File: src/rtl/mm4_pkg.sv
// mm4_pkg: shared widths and controller/datapath interface types for the
// matrix multiply block. No dependencies.
package mm4_pkg;

	localparam int IDX_W   = 4;   // element and result index width
	localparam int VAL_W   = 32;  // element and result value width
	localparam int TDATA_W = 40;  // index + value, padded to whole bytes

	// controller -> datapath
	typedef struct packed {
		logic             accept;  // input item taken this cycle
		logic             issue;   // read one A/B pair for the running sum
		logic             clear;   // zero the accumulator
		logic             load;    // move the finished sum into the output register
		logic             last;    // final element of the product
		logic [IDX_W-1:0] index;   // result index for the loaded element
	} dp_cmd_t;

	// datapath -> controller
	typedef struct packed {
		logic trigger;   // accepted write of the last element of B
		logic out_free;  // output register can take a new result
	} dp_status_t;

endpackage

File: src/rtl/matrix4_multiply.sv
// matrix4_multiply: element loads take one cycle each while the block is idle.
// A write of the last element of B starts the product; each result element passes
// through MATRIX_DIM paired RAM reads, multiplier and accumulator stages and an output
// load, which waits until the output register is free.
// No input is taken during a product. Reset clears control and output valid only;
// the operand RAMs hold garbage until written.
module matrix4_multiply
	import mm4_pkg::*;
#(
	parameter int MATRIX_DIM    = 4,
	parameter int FRACTION_BITS = 16
) (
	input  logic               clk,
	input  logic               arst_n,
	input  logic               s_tvalid,
	output logic               s_tready,
	input  logic [TDATA_W-1:0] s_tdata,   // element_index[3:0], element_value[35:4], zero pad
	input  logic               s_tuser,   // matrix_select
	output logic               m_tvalid,
	input  logic               m_tready,
	output logic [TDATA_W-1:0] m_tdata,   // result_index[3:0], result_value[35:4], zero pad
	output logic               m_tuser,   // saturated
	output logic               m_tlast
);

	localparam int AW = $clog2(MATRIX_DIM * MATRIX_DIM);

	dp_cmd_t          cmd;
	dp_status_t       status;
	logic [AW-1:0]    addr_a;
	logic [AW-1:0]    addr_b;
	logic [IDX_W-1:0] result_index;
	logic [VAL_W-1:0] result_value;

	mm4_ctrl #(.MATRIX_DIM(MATRIX_DIM)) u_ctrl (
		.clk      (clk),
		.arst_n   (arst_n),
		.in_valid (s_tvalid),
		.in_ready (s_tready),
		.status   (status),
		.cmd      (cmd),
		.addr_a   (addr_a),
		.addr_b   (addr_b)
	);

	mm4_datapath #(
		.MATRIX_DIM    (MATRIX_DIM),
		.FRACTION_BITS (FRACTION_BITS)
	) u_datapath (
		.clk           (clk),
		.arst_n        (arst_n),
		.cmd           (cmd),
		.status        (status),
		.addr_a        (addr_a),
		.addr_b        (addr_b),
		.matrix_select (s_tuser),
		.element_index (s_tdata[IDX_W-1:0]),
		.element_value (s_tdata[IDX_W+VAL_W-1:IDX_W]),
		.out_valid     (m_tvalid),
		.out_ready     (m_tready),
		.result_index  (result_index),
		.result_value  (result_value),
		.saturated     (m_tuser),
		.last          (m_tlast)
	);

	assign m_tdata = {{(TDATA_W - IDX_W - VAL_W){1'b0}}, result_value, result_index};

`ifndef SYNTHESIS
	// a trigger write closes the input until the product is done
	a_trigger_blocks: assert property (@(posedge clk) disable iff (!arst_n)
		(s_tvalid && s_tready && s_tuser
			&& (8'(s_tdata[IDX_W-1:0]) == 8'(MATRIX_DIM * MATRIX_DIM - 1)))
		|=> !s_tready)
		else $error("input still ready after product trigger");

	// the final element carries the last index
	a_last_index: assert property (@(posedge clk) disable iff (!arst_n)
		(m_tvalid && m_tlast)
		|-> (m_tdata[IDX_W-1:0] == IDX_W'(MATRIX_DIM * MATRIX_DIM - 1)))
		else $error("last flag on wrong result index");

	// a saturated result holds one of the two clamp values
	a_sat_value: assert property (@(posedge clk) disable iff (!arst_n)
		(m_tvalid && m_tuser)
		|-> (m_tdata[IDX_W+VAL_W-1:IDX_W] == 32'h7FFF_FFFF
			|| m_tdata[IDX_W+VAL_W-1:IDX_W] == 32'h8000_0000))
		else $error("saturated result not clamped");
`endif

endmodule

File: src/rtl/mm4_ram.sv
// mm4_ram: generic single-write, single-read RAM with registered read data.
// No dependencies.
module mm4_ram #(
	parameter int WIDTH = 32,
	parameter int DEPTH = 16
) (
	input  logic                     clk,
	input  logic                     we,
	input  logic [$clog2(DEPTH)-1:0] waddr,
	input  logic [WIDTH-1:0]         wdata,
	input  logic                     re,
	input  logic [$clog2(DEPTH)-1:0] raddr,
	output logic [WIDTH-1:0]         rdata
);

	logic [WIDTH-1:0] mem_q [DEPTH];
	logic [WIDTH-1:0] rdata_q;

	always_ff @(posedge clk) begin
		if (we) begin
			mem_q[waddr] <= wdata;
		end
		if (re) begin
			rdata_q <= mem_q[raddr];
		end
	end

	assign rdata = rdata_q;

endmodule

File: src/rtl/mm4_ctrl.sv
// mm4_ctrl: sequencer for the matrix product; steps result elements and the
// inner index, drives RAM read addresses. Depends on mm4_pkg.
module mm4_ctrl
	import mm4_pkg::*;
#(
	parameter int MATRIX_DIM = 4
) (
	input  logic                                    clk,
	input  logic                                    arst_n,
	input  logic                                    in_valid,
	output logic                                    in_ready,
	input  dp_status_t                              status,
	output dp_cmd_t                                 cmd,
	output logic [$clog2(MATRIX_DIM*MATRIX_DIM)-1:0] addr_a,
	output logic [$clog2(MATRIX_DIM*MATRIX_DIM)-1:0] addr_b
);

	localparam int ELEM_COUNT = MATRIX_DIM * MATRIX_DIM;
	localparam int AW = $clog2(ELEM_COUNT);
	localparam int DW = $clog2(MATRIX_DIM);

	localparam logic [1:0] S_IDLE  = 2'd0;
	localparam logic [1:0] S_RUN   = 2'd1;
	localparam logic [1:0] S_DRAIN = 2'd2;
	localparam logic [1:0] S_EMIT  = 2'd3;

	logic [1:0]    state_q;
	logic [DW-1:0] row_q;
	logic [DW-1:0] col_q;
	logic [DW-1:0] k_q;
	logic [AW-1:0] elem_q;
	logic          drain_q;
	logic [7:0]    elem_wide;
	logic          k_done;
	logic          elem_done;

	assign k_done    = (k_q == DW'(MATRIX_DIM - 1));
	assign elem_done = (elem_q == AW'(ELEM_COUNT - 1));
	assign elem_wide = 8'(elem_q);

	// A is column-major: element (row, k) sits at k*DIM + row; B (k, col) at col*DIM + k
	assign addr_a = AW'(k_q) * AW'(MATRIX_DIM) + AW'(row_q);
	assign addr_b = AW'(col_q) * AW'(MATRIX_DIM) + AW'(k_q);

	assign in_ready = (state_q == S_IDLE);

	always_comb begin
		cmd        = '0;
		cmd.accept = in_valid && (state_q == S_IDLE);
		cmd.issue  = (state_q == S_RUN);
		cmd.clear  = (state_q == S_RUN) && (k_q == '0);
		cmd.load   = (state_q == S_EMIT) && status.out_free;
		cmd.last   = elem_done;
		cmd.index  = elem_wide[IDX_W-1:0];
	end

	always_ff @(posedge clk or negedge arst_n) begin
		if (!arst_n) begin
			state_q <= S_IDLE;
			row_q   <= '0;
			col_q   <= '0;
			k_q     <= '0;
			elem_q  <= '0;
			drain_q <= 1'b0;
		end else begin
			unique case (state_q)
				S_IDLE: begin
					if (status.trigger) begin
						state_q <= S_RUN;
						row_q   <= '0;
						col_q   <= '0;
						k_q     <= '0;
						elem_q  <= '0;
					end
				end
				S_RUN: begin
					if (k_done) begin
						state_q <= S_DRAIN;
						drain_q <= 1'b0;
					end else begin
						k_q <= k_q + 1'b1;
					end
				end
				S_DRAIN: begin
					// wait while the last pair is multiplied and then added in, before the sum settles
					if (drain_q) begin
						state_q <= S_EMIT;
					end else begin
						drain_q <= 1'b1;
					end
				end
				S_EMIT: begin
					if (status.out_free) begin
						if (elem_done) begin
							state_q <= S_IDLE;
						end else begin
							state_q <= S_RUN;
							elem_q  <= elem_q + 1'b1;
							k_q     <= '0;
							if (row_q == DW'(MATRIX_DIM - 1)) begin
								row_q <= '0;
								col_q <= col_q + 1'b1;
							end else begin
								row_q <= row_q + 1'b1;
							end
						end
					end
				end
				default: begin
					state_q <= S_IDLE;
				end
			endcase
		end
	end

endmodule

File: src/rtl/mm4_datapath.sv
// mm4_datapath: operand RAMs, multiplier, accumulator, floor shift with
// saturation and the output register. Depends on mm4_pkg and mm4_ram.
module mm4_datapath
	import mm4_pkg::*;
#(
	parameter int MATRIX_DIM    = 4,
	parameter int FRACTION_BITS = 16
) (
	input  logic                                    clk,
	input  logic                                    arst_n,
	input  dp_cmd_t                                 cmd,
	output dp_status_t                              status,
	input  logic [$clog2(MATRIX_DIM*MATRIX_DIM)-1:0] addr_a,
	input  logic [$clog2(MATRIX_DIM*MATRIX_DIM)-1:0] addr_b,
	input  logic                                    matrix_select,
	input  logic [IDX_W-1:0]                        element_index,
	input  logic [VAL_W-1:0]                        element_value,
	output logic                                    out_valid,
	input  logic                                    out_ready,
	output logic [IDX_W-1:0]                        result_index,
	output logic [VAL_W-1:0]                        result_value,
	output logic                                    saturated,
	output logic                                    last
);

	localparam int ELEM_COUNT = MATRIX_DIM * MATRIX_DIM;
	localparam int AW = $clog2(ELEM_COUNT);
	localparam int PROD_W = 2 * VAL_W;
	localparam int ACC_W = PROD_W + 1 + $clog2(MATRIX_DIM);
	localparam int HI_W = ACC_W - VAL_W + 1;

	logic [7:0]               idx_wide;
	logic                     in_range;
	logic                     we_a;
	logic                     we_b;
	logic [AW-1:0]            waddr;
	logic signed [VAL_W-1:0]  a_rd_s1;
	logic signed [VAL_W-1:0]  b_rd_s1;
	logic                     valid_s1;
	logic                     valid_s2;
	logic signed [PROD_W-1:0] product_s2;
	logic signed [ACC_W-1:0]  acc_q;
	logic signed [ACC_W-1:0]  shifted;
	logic [HI_W-1:0]          upper;
	logic                     pos_over;
	logic                     neg_over;
	logic [VAL_W-1:0]         final_value;
	logic                     out_valid_q;
	logic [IDX_W-1:0]         index_q;
	logic [VAL_W-1:0]         value_q;
	logic                     sat_q;
	logic                     last_q;

	assign idx_wide = 8'(element_index);
	assign in_range = (idx_wide < 8'(ELEM_COUNT));
	assign waddr    = idx_wide[AW-1:0];
	assign we_a     = cmd.accept && in_range && !matrix_select;
	assign we_b     = cmd.accept && in_range && matrix_select;

	assign status.trigger  = we_b && (idx_wide == 8'(ELEM_COUNT - 1));
	assign status.out_free = !out_valid_q || out_ready;

	mm4_ram #(.WIDTH(VAL_W), .DEPTH(ELEM_COUNT)) u_ram_a (
		.clk   (clk),
		.we    (we_a),
		.waddr (waddr),
		.wdata (element_value),
		.re    (cmd.issue),
		.raddr (addr_a),
		.rdata (a_rd_s1)
	);

	mm4_ram #(.WIDTH(VAL_W), .DEPTH(ELEM_COUNT)) u_ram_b (
		.clk   (clk),
		.we    (we_b),
		.waddr (waddr),
		.wdata (element_value),
		.re    (cmd.issue),
		.raddr (addr_b),
		.rdata (b_rd_s1)
	);

	always_ff @(posedge clk) begin
		product_s2 <= a_rd_s1 * b_rd_s1;
		if (cmd.clear) begin
			acc_q <= '0;
		end else if (valid_s2) begin
			acc_q <= acc_q + {{(ACC_W - PROD_W){product_s2[PROD_W-1]}}, product_s2};
		end
	end

	always_ff @(posedge clk or negedge arst_n) begin
		if (!arst_n) begin
			valid_s1 <= 1'b0;
			valid_s2 <= 1'b0;
		end else begin
			valid_s1 <= cmd.issue;
			valid_s2 <= valid_s1;
		end
	end

	// floor shift, then the result fits 32 bits only if the upper bits are all sign
	assign shifted  = acc_q >>> FRACTION_BITS;
	assign upper    = shifted[ACC_W-1:VAL_W-1];
	assign pos_over = !shifted[ACC_W-1] && (|upper);
	assign neg_over = shifted[ACC_W-1] && !(&upper);

	always_comb begin
		if (pos_over) begin
			final_value = {1'b0, {(VAL_W - 1){1'b1}}};
		end else if (neg_over) begin
			final_value = {1'b1, {(VAL_W - 1){1'b0}}};
		end else begin
			final_value = shifted[VAL_W-1:0];
		end
	end

	always_ff @(posedge clk or negedge arst_n) begin
		if (!arst_n) begin
			out_valid_q <= 1'b0;
		end else if (cmd.load) begin
			out_valid_q <= 1'b1;
		end else if (out_ready) begin
			out_valid_q <= 1'b0;
		end
	end

	always_ff @(posedge clk) begin
		if (cmd.load) begin
			index_q <= cmd.index;
			value_q <= final_value;
			sat_q   <= pos_over || neg_over;
			last_q  <= cmd.last;
		end
	end

	assign out_valid    = out_valid_q;
	assign result_index = index_q;
	assign result_value = value_q;
	assign saturated    = sat_q;
	assign last         = last_q;

endmodule

File: config.mk
export PLATFORM = sky130hd
export DESIGN_NAME = matrix4_multiply
export DESIGN_NICKNAME = d
export VERILOG_FILES = /design/src/rtl/mm4_pkg.sv /design/src/rtl/matrix4_multiply.sv /design/src/rtl/mm4_ram.sv /design/src/rtl/mm4_ctrl.sv /design/src/rtl/mm4_datapath.sv
export SDC_FILE = /design/constraint.sdc
export NUM_CORES = 2
export LEC_CHECK = 0
export BUFFER_PORTS_ARGS = -buffer_cell sky130_fd_sc_hd__buf_4
export CORE_MARGIN = 4
export CORE_UTILIZATION = 63
export CTS_CLUSTER_DIAMETER = 40
export DETAILED_ROUTE_END_ITERATION = 6
export PLACE_DENSITY = 0.79
export SYNTH_ARGS = -nofsm -noshare
export SYNTH_HDL_FRONTEND = slang
export SYNTH_SLANG_ARGS = --single-unit
File: constraint.sdc
create_clock -name clk -period 23.1 [get_ports clk]
set_input_delay 1.155 -clock clk [delete_from_list [all_inputs] [get_ports clk]]
set_output_delay 1.155 -clock clk [all_outputs]
set_load 0.03 [all_outputs]
## Word level (Yosys, flattened, before mapping)

Memories as Yosys holds them, arrays and structs flattened. A register that Yosys moved wholly into a read port is not among the register bits.
Cells that the tools add are included.

| operators by class | value |
|---|---|
| $add $sub $neg | 7 |
| multipliers | 1 |
| order comparisons | 1 |
| equality and inequality tests | 14 |
| muxes and demuxes | 32 |
| reduce and logical (&&, ||, !) cells | 28 |

Operator list:

| operator | count |
|---|---|
| $add A67 B67 Y67 | 1 |
| $mul A32 B32 Y64 | 1 |
| $mux W32 | 1 |
| $mux W2 | 14 |
| $reduce_and A20 Y1 | 1 |
| $reduce_or A20 Y1 | 1 |
| $mux W4 | 3 |
| $reduce_and A5 Y1 | 2 |
| $logic_and A1 B1 Y1 | 9 |
| $add A4 B2 Y4 | 2 |
| $eq A2 B2 Y1 const B | 4 |
| $eq A4 B4 Y1 const B | 2 |
| $mux W1 | 8 |
| $ne A2 B2 Y1 const B | 4 |
| $pmux W2 S2 | 2 |
| $pmux W2 S4 | 1 |
| $pmux W4 S2 | 1 |
| $reduce_and A4 Y1 | 2 |
| $add A2 B1 Y2 const B | 3 |
| $ne A2 B1 Y1 const B | 3 |
| $pmux W2 S3 | 1 |
| $reduce_bool A2 Y1 | 3 |
| $lt A4 B5 Y1 const B | 1 |
| $add A4 B1 Y4 const B | 1 |
| 7 further kinds | 12 |

| storage, ports and cells | value |
|---|---|
| register bits after elaboration | 185 |
| memory bits (writable) | 1024 |
| input port bits | 45 |
| output and inout bits | 44 |
| word-level logic and storage cells | 100 |
| memories | 2 |

Memories:

| name | depth | bits a word | read ports | clocked after Yosys merged registers in | write ports | line | source |
|---|---|---|---|---|---|---|---|
| u_datapath.u_ram_a.mem_q | 16 | 32 | 1 | 1 | 1 | mm4_ram.sv:16 | `logic [WIDTH-1:0] mem_q [DEPTH];` |
| u_datapath.u_ram_b.mem_q | 16 | 32 | 1 | 1 | 1 | mm4_ram.sv:16 |  |

## Logic depth before layout (Yosys ltp)

| logic depth | value |
|---|---|
| word-level depth | 7 |
| gate-level depth with buffers | 29 |
| mapped depth without buffers | 28 |

## Hierarchy

Synthesis repeated with hierarchy kept, for this count alone.

| second synthesis, totals | value |
|---|---|
| cells, all modules | 6717 |
| area total of the unflattened synthesis | 86817.0 um2 |

By module, submodules not included:

| module | instances | cells each | area an instance (um2) | sequential area each (um2) |
|---|---|---|---|---|
| mm4_datapath | 1 | 4942 | 45551.2 | 3838.7 |
| mm4_ram | 2 | 838 | 20174.3 | 16335.7 |
| mm4_ctrl | 1 | 94 | 883.3 | 325.3 |
| matrix4_multiply | 1 | 5 | 33.8 | 0.0 |

## Least setup slack after synthesis

Ideal clock, no wire load.

| timing | value |
|---|---|
| path kind | reg-to-reg |
| start | reg u_datapath.u_ram_a.rdata_q[31] (netlist: u_datapath.u_ram_a.rdata[31]) (read register of u_datapath.u_ram_a.mem_q) |
| end | reg u_datapath.product_s2[63] |
| library setup time | 0.133 ns |
| data arrival time | 8.015 ns |
| required time | 22.967 ns |
| slack | 14.952 ns |
| cell stages (with the launch flop) | 29 |
| buffers on the path | 1 |
| period minus slack after synthesis | 8.148 ns |
| cell sequence | edfxtp_1 > clkbuf_1 > nand2_1 > inv_1 > fa_1 > inv_1 > fa_1 > inv_1 > fa_1 > fa_1 > inv_1 > fa_1 > inv_1 > fa_1 > fa_1 > inv_1 > fa_1 > inv_1 > ha_1 > and3_1 > nor2b_1 > and3_1 > a2111oi_2 > nand3_1 > a221o_1 > a31oi_2 > a21oi_1 > nor4_1 > a311oi_1 |

| between the ends | value |
|---|---|
| cells in the longest elaborated chain, start to end | 1 |

Ends and longest elaborated chain:

| item | line | source |
|---|---|---|
| start, declared | mm4_ram.sv:17 | `logic [WIDTH-1:0] rdata_q;` |
| $mul A32 B32 Y64 | mm4_datapath.sv:84 | `product_s2 <= a_rd_s1 * b_rd_s1;` |
| end signal, assigned | mm4_datapath.sv:84 |  |
| end, declared | mm4_datapath.sv:41 | `logic signed [PROD_W-1:0] product_s2;` |

Every way passes these cells.
A chain may end at the register's enable or synchronous reset.

## Worst setup path in the final report

Same ends and word-level chain as after synthesis.

==> flow_summary_export.csv <==
group,metric,value,unit
synth,synth_xor_xnor_area_share,1.32,%
synth,yosysWarnings,0,
die,core,136000,µm²
clock_network,clkSlewWorstSetupHoldPaths,0.06,ns
global_route,grt_usage,32.7,%
sta,max-slew-margin-rel,13.8,%
placement,preCtsSetupSlack,13.50,ns
sta,fin_crit,9.82,ns
critical_path,r2r_end,"u_datapath.product_s2[63]$_DFF_P_",
sta,setup_tns,0,ns
route,wl_per_cell,26.9,µm
synth,yosysSeqAreaShare,42.6,%
placement,io_buffers,80,
synth,syn-instance-count,6446,
sta,setup_viol,0,
sta,postLayoutSetupSlackWorst,13.28,ns
clock_network,clk_latency,0.80,ns
critical_path,r2r_slack,13.28,ns
clock_network,htree_levels,4,
clock_network,cts_tree,"yes",
route,route.detailed.drc,0,
critical_path,startpoint_type,"flop",
route,initialDrtViolationCount,5707,
critical_path,r2r-start,"u_datapath.u_ram_a.rdata[31]$_DFFE_PP_",
sta,worst_pin_slew,1.29,ns
synth,async_flop_share,1.26,%
clock_network,cts_sinks,1273,
synth,ys_ff_latch,1273,
synth,avgSynthCellArea,13.4,µm²
critical_path,reg2regPathDepth,26,
placement,dp.final_hpwl,139000,µm
clock_network,clock-root-buffer,"clkbuf_16",
layout,num-nets-final,7848,
clock_network,hold_buffers,0,
die,die_y,378,µm
critical_path,crit_required,23.70,ns
layout,final_common_cell,"edfxtp_1",
outcome,outcome,"complete, no violations",
global_route,grt_antenna_before_repair,4,
min_path,worstHoldPathType,"input port to asynchronous set/reset pin",
route,dr.pass1.iters,6,
clock_network,numCtsBuffers,143,
layout,final_cells,8351,
critical_path,cp.arrival,10.42,ns
clock_network,clock_path_buffers,3,
synth,synth_mux_area_share,8.93,%
layout,layout_common_cells,"edfxtp_1, fa_1, inv_1, nand2_1, and2_1",
die,dieArea,143000,µm²
route,vias,52700,
synth,synth_area,86400,µm²
synth,synth_fa_ha_area_share,28.8,%
critical_path,end_kind,"flop",
synth,synth_top_family_by_area,"adder cells",
global_route,grt_start_max_net_pins,82,
die,die_w,378,µm
critical_path,path_max_fanout,32,
flow_run,maxCapViolations,0,
route,ant_nets,0,
layout,post-route-util,69.1,%
die,start_util,63.6,%
synth,ys.flop_type,"edfxtp_1",
synth,synthSimpleGateAreaFrac,8.79,%
synth,synth-edff-count,1126,
global_route,grt_pass1_vias,56702,
layout,drive_gt1_share,12.4,%
clock_network,ctsResizeCount,0,
global_route,grt_pass1_wl,346000,µm
clock_network,cts_setup_buffers,0,
route,drt-vias-per-instance,6.31,
sta,clock_skew,0.0728,ns
layout,area_growth,8.51,%
global_route,globalRouteOverflowTotal,0,
die,num_rows,135,
sta,finalHoldViolCount,0,
placement,dp.cells,8098,
route,routed_wl,225000,µm
synth,synth_compound_area_share,3.76,%
sta,drv_slew,0,
die,ioPinCount,89,
sta,rsz0062_at_grt,"no",
synth,synth_cell_types,86,
sta,fin_crit_sh,42.5,%
sta,max_freq,102,MHz
critical_path,crit_type,"flop to flop",
placement,place_congestion,0.906,
-- cell families after synthesis --
kind of cell,count (synthesis)
buffers and inverters,1316
AOI/OAI and AO/OA,480
adders and majority gates,1341
muxes,371
and+or+nand+nor,1534
other,1
xor gates and xnor gates,130
DFF,1273
-- worst max-delay path by stage --
| stage | cells past startpoint | endpoint | startpoint |
|---|---|---|---|
| floorplan | 28 | u_datapath.product_s2[63]$_DFF_P_ | u_datapath.u_ram_a.rdata[31]$_DFFE_PP_ |
| global placement | 26 | u_datapath.product_s2[63]$_DFF_P_ | u_datapath.u_ram_a.rdata[31]$_DFFE_PP_ |
| detailed placement | 26 | u_datapath.product_s2[63]$_DFF_P_ | u_datapath.u_ram_a.rdata[31]$_DFFE_PP_ |
| CTS | 26 | u_datapath.product_s2[63]$_DFF_P_ | u_datapath.u_ram_a.rdata[31]$_DFFE_PP_ |
| global route | 26 | u_datapath.product_s2[63]$_DFF_P_ | u_datapath.u_ram_a.rdata[31]$_DFFE_PP_ |
| finish | 26 | u_datapath.product_s2[63]$_DFF_P_ | u_datapath.u_ram_a.rdata[31]$_DFFE_PP_ |
-- synth_stat cells, drive strengths merged, types with 89 or more instances --
cell    instances  area share [%]
a21o           89            0.77
a21oi         138            0.81
and2          529             3.8
clkbuf        280             1.2
dfxtp         131             3.0
edfxtp       1126              39
fa           1083              25
ha            258             3.7
inv           987             4.3
mux4          320             8.3
nand2         646             2.8
nor2          143            0.62
-- worst max-delay path, cell delays in order (launching register included) --
cell,delay [ns]
edfxtp_1,0.35
buf_4,0.42
nand2_1,0.18
inv_1,0.16
fa_1,0.46
fa_1,0.49
fa_1,1.16
fa_1,0.86
inv_1,0.54
fa_1,0.65
inv_1,0.06
fa_1,0.50
fa_1,0.52
inv_1,0.06
fa_1,0.50
inv_1,0.04
ha_1,0.35
and3_1,0.23
nor2b_1,0.16
and3_1,0.20
a2111oi_2,0.33
nand3_1,0.23
a221o_1,0.40
a31oi_2,0.25
a21oi_1,0.15
nor4_1,0.26
a311oi_1,0.09
-- stage by stage --
stage / hold WS [ns] / instance area (µm²)
5_1_grt: 0.199 / 93800
4_1_cts: 0.159 / 93800
3_5_place_dp: 0.343 / 89200
3_3_place_gp: 0.336 / 89200
6_report: 0.216 / 93800
2_1_floorplan: 0.331 / 86400
-- final cells by class --
type | count | area [µm²]
Timing Repair Buffer | 197 | 1490
Inverter | 987 | 3700
Clock inverter | 84 | 881
Clock buffer | 167 | 3740
Tap cell | 1781 | 2230
Sequential cell | 1273 | 36900
Antenna cell | 2 | 5.00
Multi-Input combinational cell | 3860 | 44900
Fill cell | 8777 | 42000
-- routing by layer --
| layer | GRT usage (%) | vias up | routed length [µm] |
|---|---|---|---|
| li1 | - | 21502 | - |
| met1 | 42.9 | 26992 | 80100 |
| met2 | 53.0 | 3449 | 110000 |
| met3 | 7.94 | 757 | 24300 |
| met4 | 13.5 | 0 | 10700 |
| met5 | 0 | - | 0 |
-- state kept, by name (all words and copies together) (netlist names) --
signal and flops:
u_ctrl.col_q 2, u_ctrl.drain_q 1, u_ctrl.elem_q 4, u_ctrl.k_q 2, u_ctrl.row_q 2, u_ctrl.state_q 2, u_datapath.acc_q 67, u_datapath.last 1
u_datapath.out_valid 1, u_datapath.product_s2 64, u_datapath.result_index 4, u_datapath.result_value 32, u_datapath.saturated 1, u_datapath.u_ram_a.mem_q 512, u_datapath.u_ram_a.rdata 32, u_datapath.u_ram_b.mem_q 512
u_datapath.u_ram_b.rdata 32, u_datapath.valid_s1 1, u_datapath.valid_s2 1
Power is left out: the tool's default activity adds up to more than one toggle a clock period on the data nets, which glitch-free logic cannot reach.
